===== src/sv/bdee_pkg.sv =====
// Package: shared widths and constants of the byte delta entropy estimator.
`default_nettype none
package bdee_pkg;
	localparam int unsigned BYTE_W    = 8;
	localparam int unsigned OUT_W     = 18;
	localparam int unsigned SUM_WIDTH = 19;
	localparam int unsigned COUNT_W   = 3;
	localparam int unsigned POP_W     = $clog2(BYTE_W + 1);
	localparam int unsigned CMP_W     = (SUM_WIDTH > OUT_W) ? SUM_WIDTH : OUT_W;

	localparam logic [COUNT_W-1:0] COUNT_SAT = COUNT_W'(5);
	localparam logic [COUNT_W-1:0] MIN_LEN   = COUNT_W'(4);
	localparam logic [OUT_W-1:0]   OUT_MAX   = {OUT_W{1'b1}};

	typedef logic [BYTE_W-1:0]    byte_t;
	typedef logic [OUT_W-1:0]     result_t;
	typedef logic [SUM_WIDTH-1:0] sum_t;
	typedef logic [COUNT_W-1:0]   count_t;
	typedef logic [POP_W-1:0]     pop_t;

	function automatic pop_t popcount8(input byte_t v);
		pop_t n;
		n = '0;
		for (int k = 0; k < BYTE_W; k++) begin
			n = n + pop_t'(v[k]);
		end
		return n;
	endfunction
endpackage
`default_nettype wire


===== src/sv/bdee_in_if.sv =====
// Interface: input byte channel with valid/ready handshake.
`default_nettype none
interface bdee_in_if;
	import bdee_pkg::*;
	logic  valid;
	logic  ready;
	byte_t data_byte;
	logic  last_item;

	modport source (output valid, output data_byte, output last_item, input ready);
	modport sink   (input valid, input data_byte, input last_item, output ready);
endinterface
`default_nettype wire


===== src/sv/bdee_out_if.sv =====
// Interface: result channel with valid/ready handshake.
`default_nettype none
interface bdee_out_if;
	import bdee_pkg::*;
	logic    valid;
	logic    ready;
	result_t entropy_bits;

	modport source (output valid, output entropy_bits, input ready);
	modport sink   (input valid, input entropy_bits, output ready);
endinterface
`default_nettype wire


===== src/sv/byte_delta_entropy_estimator_core.sv =====
// Top level: byte delta entropy estimator core.
//
// Usage:
//   byte_in carries one buffer byte per beat (data_byte) and last_item on the
//   final byte of a buffer. Every byte is scored: the smallest of its first,
//   second and third XOR differences is found and its population count is
//   added to a saturating sum. The final byte produces one beat on result:
//   half the sum, or zero when the buffer held four bytes or fewer. Bytes
//   that are not final produce no beat.
//   Order: a byte is captured in the input register and scored from there;
//   a final byte waits for a free result register, then its result is loaded
//   there and shown on result. Throughput: one byte per cycle outside such a
//   wait, set by the single input register feeding the score logic and the
//   single result register.
//   Stall: while result is held by the receiver, bytes that are not final
//   keep flowing; a final byte waits in the input register until the result
//   register frees up, and byte_in.ready drops only in that case.
//   Reset: arst_n clears the valid flags, the difference history, the sum
//   and the byte count; the first byte after reset starts a new buffer.
`default_nettype none
module byte_delta_entropy_estimator_core (
	input  wire            clk,
	input  wire            arst_n,
	bdee_in_if.sink        byte_in,
	bdee_out_if.source     result
);
	import bdee_pkg::*;

	// input register
	logic    valid_s1;
	byte_t   data_s1;
	logic    last_s1;

	// per-buffer history
	byte_t   prev_byte_q;
	byte_t   prev_delta_q;
	byte_t   prev_delta_two_q;
	sum_t    sum_q;
	count_t  count_q;

	// result register
	logic    out_valid_q;
	result_t out_data_q;

	logic    out_free;
	logic    advance;
	logic    in_fire;
	byte_t   d1, d2, d3, dmin;
	logic    [SUM_WIDTH:0] sum_ext;
	sum_t    sum_next;
	count_t  count_next;
	sum_t    half;
	logic    [CMP_W-1:0] half_ext;
	result_t estimate;

	// Result register is free when empty or being drained this cycle.
	assign out_free = !out_valid_q || result.ready;
	// Score the held byte unless it is final and the result register is full.
	assign advance  = valid_s1 && (!last_s1 || out_free);
	assign byte_in.ready = !valid_s1 || advance;
	assign in_fire  = byte_in.valid && byte_in.ready;

	// Differences against history, smallest of the three, and its weight.
	always_comb begin
		d1 = prev_byte_q ^ data_s1;
		d2 = d1 ^ prev_delta_q;
		d3 = d2 ^ prev_delta_two_q;
		dmin = d1;
		if (dmin > d2) begin
			dmin = d2;
		end
		if (dmin > d3) begin
			dmin = d3;
		end
		sum_ext  = {1'b0, sum_q} + (SUM_WIDTH + 1)'(popcount8(dmin));
		// saturate at the top of the sum range
		sum_next = sum_ext[SUM_WIDTH] ? {SUM_WIDTH{1'b1}} : sum_ext[SUM_WIDTH-1:0];
		count_next = (count_q < COUNT_SAT) ? count_q + count_t'(1) : count_q;
		half     = sum_next >> 1;
		half_ext = CMP_W'(half);
		if (count_next <= MIN_LEN) begin
			estimate = '0;
		end else if (half_ext > CMP_W'(OUT_MAX)) begin
			estimate = OUT_MAX;
		end else begin
			estimate = OUT_W'(half_ext);
		end
	end

	// Input register: load on every accepted beat, drop valid once scored.
	always_ff @(posedge clk or negedge arst_n) begin
		if (!arst_n) begin
			valid_s1 <= 1'b0;
		end else if (in_fire) begin
			valid_s1 <= 1'b1;
		end else if (advance) begin
			valid_s1 <= 1'b0;
		end
	end

	always_ff @(posedge clk) begin
		if (in_fire) begin
			data_s1 <= byte_in.data_byte;
			last_s1 <= byte_in.last_item;
		end
	end

	// History: advance per scored byte, clear after the final byte.
	always_ff @(posedge clk or negedge arst_n) begin
		if (!arst_n) begin
			prev_byte_q      <= '0;
			prev_delta_q     <= '0;
			prev_delta_two_q <= '0;
			sum_q            <= '0;
			count_q          <= '0;
		end else if (advance) begin
			if (last_s1) begin
				prev_byte_q      <= '0;
				prev_delta_q     <= '0;
				prev_delta_two_q <= '0;
				sum_q            <= '0;
				count_q          <= '0;
			end else begin
				prev_byte_q      <= data_s1;
				prev_delta_q     <= d1;
				prev_delta_two_q <= d2;
				sum_q            <= sum_next;
				count_q          <= count_next;
			end
		end
	end

	// Result register: load on a final byte, hold until taken.
	always_ff @(posedge clk or negedge arst_n) begin
		if (!arst_n) begin
			out_valid_q <= 1'b0;
		end else if (advance && last_s1) begin
			out_valid_q <= 1'b1;
		end else if (result.ready) begin
			out_valid_q <= 1'b0;
		end
	end

	always_ff @(posedge clk) begin
		if (advance && last_s1) begin
			out_data_q <= estimate;
		end
	end

	assign result.valid        = out_valid_q;
	assign result.entropy_bits = out_data_q;
endmodule
`default_nettype wire


===== src/flat_wrapper.sv =====
// flat-port wrapper written by rule: the top's interface ports become plain ports
module byte_delta_entropy_estimator_core_flat import bdee_pkg::*;
  (clk, arst_n, byte_in_valid, byte_in_data_byte, byte_in_last_item, byte_in_ready, result_valid, result_entropy_bits, result_ready);
  bdee_in_if byte_in_i ();
  bdee_out_if result_i ();
  input  wire clk;
  input  wire arst_n;
  input wire logic [$bits(byte_in_i.valid)-1:0] byte_in_valid;
  input wire logic [$bits(byte_in_i.data_byte)-1:0] byte_in_data_byte;
  input wire logic [$bits(byte_in_i.last_item)-1:0] byte_in_last_item;
  output wire logic [$bits(byte_in_i.ready)-1:0] byte_in_ready;
  output wire logic [$bits(result_i.valid)-1:0] result_valid;
  output wire logic [$bits(result_i.entropy_bits)-1:0] result_entropy_bits;
  input wire logic [$bits(result_i.ready)-1:0] result_ready;
  assign byte_in_i.valid = byte_in_valid;
  assign byte_in_i.data_byte = byte_in_data_byte;
  assign byte_in_i.last_item = byte_in_last_item;
  assign byte_in_ready = byte_in_i.ready;
  assign result_valid = result_i.valid;
  assign result_entropy_bits = result_i.entropy_bits;
  assign result_i.ready = result_ready;
  byte_delta_entropy_estimator_core u_core (.clk(clk), .arst_n(arst_n), .byte_in(byte_in_i), .result(result_i));
endmodule

===== config.mk =====
export PLATFORM = sky130hd
export DESIGN_NAME = byte_delta_entropy_estimator_core_flat
export DESIGN_NICKNAME = d
export VERILOG_FILES = /design/src/sv/bdee_pkg.sv /design/src/sv/bdee_in_if.sv /design/src/sv/bdee_out_if.sv /design/src/sv/byte_delta_entropy_estimator_core.sv /design/src/flat_wrapper.sv
export SDC_FILE = /design/constraint.sdc
export NUM_CORES = 1
export LEC_CHECK = 0
export BUFFER_PORTS_ARGS = -buffer_cell sky130_fd_sc_hd__buf_2
export CAP_MARGIN = 40
export CORE_UTILIZATION = 40
export DETAILED_ROUTE_END_ITERATION = 6
export PLACE_DENSITY = 0.55
export SLEW_MARGIN = 15
export SYNTH_ARGS = -nofsm -noshare
export SYNTH_HDL_FRONTEND = slang
export SYNTH_SLANG_ARGS = --single-unit

===== constraint.sdc =====
create_clock -name clk -period 21.6 [get_ports clk]
set_input_delay 1.08 -clock clk [delete_from_list [all_inputs] [get_ports clk]]
set_output_delay 1.08 -clock clk [all_outputs]
set_load 0.05 [all_outputs]

Word level (Yosys, flattened, before mapping)
Cells that the tools add are included.
{"block": "classes", "add_sub_neg": 9, "mul": 0, "n_div": 0, "n_lt_le_gt_ge": 5, "eq_ne": 0, "shifts": 0, "muxes": 14, "n_bitwise": 3, "reduce_logical": 11}
{"op": "$mux W8", "n": 5}
{"op": "$mux W19", "n": 2}
{"op": "$add A4 B1 Y4", "n": 6}
{"op": "$xor A8 B8 Y8", "n": 3}
{"op": "$add A19 B4 Y20", "n": 1}
{"op": "$gt A18 B18 Y1 const B", "n": 1}
{"op": "$mux W18", "n": 1}
{"op": "$gt A8 B8 Y1", "n": 2}
{"op": "$mux W3", "n": 2}
{"op": "$mux W1", "n": 4}
{"op": "$reduce_bool A2 Y1", "n": 2}
{"op": "$add A3 B1 Y3 const B", "n": 1}
{"op": "$le A3 B3 Y1 const B", "n": 1}
{"op": "$logic_and A1 B1 Y1", "n": 3}
{"op": "$logic_not A1 Y1", "n": 3}
{"op": "$logic_or A1 B1 Y1", "n": 3}
{"op": "$lt A3 B3 Y1 const B", "n": 1}
{"op": "$add A1 B1 Y2", "n": 1}
{"block": "word_totals", "regBits": 75, "latch_bits": 0, "mem_bits_rw": 0, "romBits": 0, "input_bits": 13, "out_inout_bits": 20, "wordCells": 52, "mem_count": 0}

Depth between registers and ports, before layout
{"block": "logic_depth", "depth_word": 17, "ltp_mapped": 31, "mapped_depth_nobuf": 28}

Worst setup path before layout
Ideal clock, no wire load.
{"block": "synth_path", "path_kind": "flip-flop to flip-flop", "from": "reg u_core.data_s1[0]", "to": "reg u_core.out_data_q[15], in the netlist u_core.result.entropy_bits[15], data pin", "setup_time_ps": 270, "arrival_time_ps": 7207, "setup_slack_ps": 14123, "stages_incl_launch_ff": 32, "cell_sequence": "edfxtp_1 -> xnor2_1 -> ha_1 -> nor2b_1 -> a2111oi_2 -> o211a_1 -> nor2_2 -> buf_6 -> mux2_2 -> ha_1 -> and4_1 -> o21ai_0 -> a41o_1 -> clkbuf_1 -> inv_1 -> nand3_1 -> o221ai_1 -> ha_1 -> fa_1 -> inv_1 -> fa_1 -> fa_1 -> fa_1 -> inv_1 -> ha_1 -> a21o_1 -> a21oi_1 -> o21bai_1 -> and3_1 -> buf_2 -> a41oi_1 -> a21oi_1"}
{"block": "synth_between", "elab_chain_cells": 17}
{"element": "start: declaration", "line": "byte_delta_entropy_estimator_core.sv:31", "source": "byte_t data_s1;"}
{"element": "start signal: assignment", "line": "byte_delta_entropy_estimator_core.sv:103", "source": "data_s1 <= byte_in.data_byte;"}
{"element": "$xor A8 B8 Y8 (*)", "line": "byte_delta_entropy_estimator_core.sv:65", "source": "d1 = prev_byte_q ^ data_s1;"}
{"element": "$xor A8 B8 Y8", "line": "byte_delta_entropy_estimator_core.sv:66", "source": "d2 = d1 ^ prev_delta_q;"}
{"element": "$gt A8 B8 Y1", "line": "byte_delta_entropy_estimator_core.sv:69", "source": "if (dmin > d2) begin"}
{"element": "$mux W8", "line": "byte_delta_entropy_estimator_core.sv:69"}
{"element": "$gt A8 B8 Y1", "line": "byte_delta_entropy_estimator_core.sv:72", "source": "if (dmin > d3) begin"}
{"element": "$mux W8 (*)", "line": "byte_delta_entropy_estimator_core.sv:72"}
{"element": "$add A1 B1 Y2", "line": "bdee_pkg.sv:25", "source": "n = n + pop_t'(v[k]);"}
{"element": "$add A4 B1 Y4 (5 in a row)", "line": "bdee_pkg.sv:25"}
{"element": "$add A4 B1 Y4 (*)", "line": "bdee_pkg.sv:25"}
{"element": "$add A19 B4 Y20 (*)", "line": "byte_delta_entropy_estimator_core.sv:75", "source": "sum_ext = {1'b0, sum_q} + (SUM_WIDTH + 1)'(popcount8(dmin));"}
{"element": "$mux W19 (*)", "line": "byte_delta_entropy_estimator_core.sv:77", "source": "sum_next = sum_ext[SUM_WIDTH] ? {SUM_WIDTH{1'b1}} : sum_ext[SUM_WIDTH-1:0];"}
{"element": "$gt A18 B18 Y1", "line": "byte_delta_entropy_estimator_core.sv:83", "source": "end else if (half_ext > CMP_W'(OUT_MAX)) begin"}
{"element": "$mux W18 (*)", "line": "byte_delta_entropy_estimator_core.sv:83"}
{"element": "end signal: assignment", "line": "byte_delta_entropy_estimator_core.sv:146", "source": "out_data_q <= estimate;"}
{"element": "end: declaration", "line": "byte_delta_entropy_estimator_core.sv:43", "source": "result_t out_data_q;"}
Every way passes the cells marked *; elsewhere a longest branch is shown, timed or not.
A chain may end at the register's enable or synchronous reset.

Final worst setup path
{"block": "layout_path", "from": "reg u_core.data_s1[0]", "to": "reg u_core.sum_q[6]"}
{"block": "layout_between", "elab_chain_cells": 16}
{"element": "$xor A8 B8 Y8 (*)", "line": "byte_delta_entropy_estimator_core.sv:65"}
{"element": "$xor A8 B8 Y8", "line": "byte_delta_entropy_estimator_core.sv:66"}
{"element": "$gt A8 B8 Y1", "line": "byte_delta_entropy_estimator_core.sv:69"}
{"element": "$mux W8", "line": "byte_delta_entropy_estimator_core.sv:69"}
{"element": "$gt A8 B8 Y1", "line": "byte_delta_entropy_estimator_core.sv:72"}
{"element": "$mux W8 (*)", "line": "byte_delta_entropy_estimator_core.sv:72"}
{"element": "$add A1 B1 Y2", "line": "bdee_pkg.sv:25"}
{"element": "$add A4 B1 Y4 (5 in a row)", "line": "bdee_pkg.sv:25"}
{"element": "$add A4 B1 Y4 (*)", "line": "bdee_pkg.sv:25"}
{"element": "$add A19 B4 Y20 (*)", "line": "byte_delta_entropy_estimator_core.sv:75"}
{"element": "$mux W19 (*)", "line": "byte_delta_entropy_estimator_core.sv:77"}
{"element": "$mux W19 (*)", "line": "byte_delta_entropy_estimator_core.sv:117", "source": "if (last_s1) begin"}
{"element": "end signal: assignment", "line": "byte_delta_entropy_estimator_core.sv:127", "source": "sum_q <= sum_next;"}
{"element": "end: declaration", "line": "byte_delta_entropy_estimator_core.sv:38", "source": "sum_t sum_q;"}
Marked as above.

==> metrics <==
clock-pin slew on the worst setup and hold paths=0.08 ns; Worst Max-Slew Pin Slew=just under 0.7 ns; layout cells sized above 1=0.151; Worst Hold Path Cells=2; required time of the critical path=between 20 and 25 ns; Final period util=0.400; status=finished, final reports clean; fin. max-slew vios=0; cells after synthesis=between 400 and 500; Total Routing Usage GR=0.183; Post-route DRC=0; Rows=38; DIE AREA=~0.012 mm^2; f_max=about 0.12 GHz; Min-Delay Path Class=flip-flop to flip-flop; Post-synth ARST share=0.640; multi-input logic area=0.00234 mm^2; CTS tree=yes; Worst Skew=about 0.012 ns; sequential cell area=~0.0020 mm^2; min-delay src=u_core.sum_q[0]; Peak VDD IR=130 uV; final setup TNS=0 ns; post-route ant nets=0; Avg Cell Area, Syn=~10 um^2; synth top area cells=dfrtp_1 27%, edfxtp_1 18%, ha_1 5.5%, xnor2_1 5.4%, nand2_1 4.8%; clk sink count=75; IO buf count=32; Hold Buf Count CTS=0; final worst slack=between 10 and 15 ns; Syn. warnings=0; Leak=between 2 and 2.5 nW; Via-to-Cell Ratio=around 5.4; Initial DRT Pass Iterations=4; WL per Instance=about 16 um; overall routed net length=slightly below 10000 um; post-synth top area cell=dfrtp_1; Iteration-0 DRC Markers=between 150 and 200; Root Buffer=clkbuf_8; Starting Density=0.414; non-filler cells in the finished layout=616; TritonCTS buffer count=9; library cells used by synthesis=56; FF-to-FF Start=u_core.data_s1[0]; Max Fanout on Critical Path=17; kind of end point of the critical path=flip-flop; largest net degree at the start of global routing=just under 50; antenna cells=0; most frequent cells in the layout=58 x nand2_1, 48 x dfrtp_1, 32 x buf_2; CTS H-tree depth=3; WP data arrival=8.92 ns; initial antenna violation count=0; max-cap check violation count=0; RSZ-0062 raised after global routing=false; die height=between 100 and 150 um; Yosys reg bits=between 70 and 80; worst r2r dst=u_core.sum_q[6]; Synth Flop Type=dfrtp_1; chip width=between 100 and 150 um; Worst Reg2Reg Path Length in Cells=27; Synthesized Nets=roughly 500; setup slack, reg-to-reg=12.96 ns; crit start category=flip-flop; Max clock buf depth=2; pwr dens=approximately 170 mW/mm^2; Hold Path Sink=u_core.sum_q[0]; DR vias=between 3000 and 4000; Seq/Total Area, Yosys=0.446; DP HPWL=approximately 6600 um; Post-CTS Setup Bufs=0; post-synth top area share=0.266; GP Congestion=~0.8; post-cts gate resize count=0; crit path kind=flip-flop to flip-flop; DP Cell Count=600; commonest non-fill, non-tap cell in the layout=nand2_1; EDFF count, synth=27; DP Worst Slack=roughly 13 ns; post-synthesis cell area=0.00451 mm^2; Nets=509; I/O pin cnt=33; Finish-stage setup viols=0; first-pass GRT wire length=about 16000 um; Congestion Overflow GR=0; max_slew headroom=0.545; Layout Area Growth over Synthesis=9.96%; vias in the first global route=between 3000 and 4000; fillers=roughly 1000; fin util=0.455; core box area=around 0.011 mm^2; CP startpoint=u_core.data_s1[0]; Final min period=8.64 ns; Hold Fails Final Rpt=0; Clk Latency, worst-skew pair=around 0.35 ns
-- cell usage after synthesis, types with 7 or more instances --
master and number:
nand2_1 58, dfrtp_1 48, xnor2_1 28, edfxtp_1 27, a21oi_1 26, o21ai_0 26, nor2_1 25, ha_1 20
clkbuf_1 18, nand3b_1 15, nand3_1 14, inv_1 13, xor2_1 12, a21o_1 10, a22o_1 9, and3_1 8
mux2_2 7, o22ai_1 7, o31ai_1 7
-- power breakdown --
group	internal [mW]	switching (mW)
combinational	0.229	0.306
sequential	0.174	0.0204
clock	0.0536	0.0533
-- layer usage --
metal | vias to the layer above | global-route usage | wire length, um
met3 | 7 | 0.0392 | 452
met5 | - | 0 | 0
met2 | 65 | 0.284 | 4440
met4 | 0 | 0.0499 | 97
met1 | 1600 | 0.257 | 4690
li1 | 1657 | - | -
-- sequential cells by signal, summed over array words and instances, names as in the netlist --
name and flops:
u_core.last_s1 1, u_core.result.entropy_bits 18, u_core.result.valid 1, u_core.prev_byte_q 8, u_core.count_q 3, u_core.prev_delta_q 8, u_core.sum_q 19, u_core.prev_delta_two_q 8
u_core.data_s1 8, u_core.valid_s1 1
-- worst max-delay path: stages (launching register included) --
cell       delay (ns)
edfxtp_1         0.41
xnor2_1          0.37
ha_1             0.21
nor2b_1          0.15
a2111oi_2        0.07
o211a_1          0.28
nor2_2           0.42
mux2_2           0.40
ha_1             0.30
and4_1           0.20
o21ai_0          0.09
a41o_1           0.49
mux2_2           0.39
o221ai_1         0.22
ha_1             0.29
fa_1             0.54
inv_1            0.05
fa_1             0.50
fa_1             0.49
fa_1             0.53
inv_1            0.07
ha_1             0.27
a21o_1           0.09
a21oi_1          0.10
o21bai_1         0.50
nand3_1          0.66
a21o_1           0.34
a21oi_1          0.14
-- how the worst max path moves through the flow --
| stage | slack, ns | cells past startpoint | to |
|---|---|---|---|
| 2_1_floorplan | 14.12 | 31 | u_core.result.entropy_bits[15] |
| 3_3_place_gp | 13.22 | 27 | u_core.sum_q[6] |
| 3_5_place_dp | 12.97 | 26 | u_core.result.entropy_bits[11] |
| 4_1_cts | 12.96 | 26 | u_core.result.entropy_bits[11] |
| 5_1_grt | 12.40 | 27 | u_core.sum_q[6] |
| 6_report | 12.96 | 27 | u_core.sum_q[6] |
-- per-stage QoR --
stage	hold WS, ns	total power [mW]	area, um^2
3_5_place_dp	0.474	0.738	4770
5_1_grt	0.516	0.933	4960
4_1_cts	0.489	0.846	4960
6_report	0.483	0.835	4960
2_1_floorplan	0.445	0.638	4510
3_3_place_gp	0.460	0.718	4770
-- cell families after synthesis --
group,synth area share
muxes,0.0230
buffers and inverters,0.0352
adders and majority gates,0.0777
DFF,0.446
xor gates and xnor gates,0.0921
AOI/OAI and AO/OA,0.166
and+or+nand+nor,0.160
-- area by class of cell --
type,count,area share
well taps,140,0.0353
multi-input cells,335,0.472
flip-flops and latches,75,0.406
repair buffers,37,0.0399
clock inverters,4,0.0103
inverters,13,0.00984
clock buffers,12,0.0273
(Power assumes the default switching activity.)
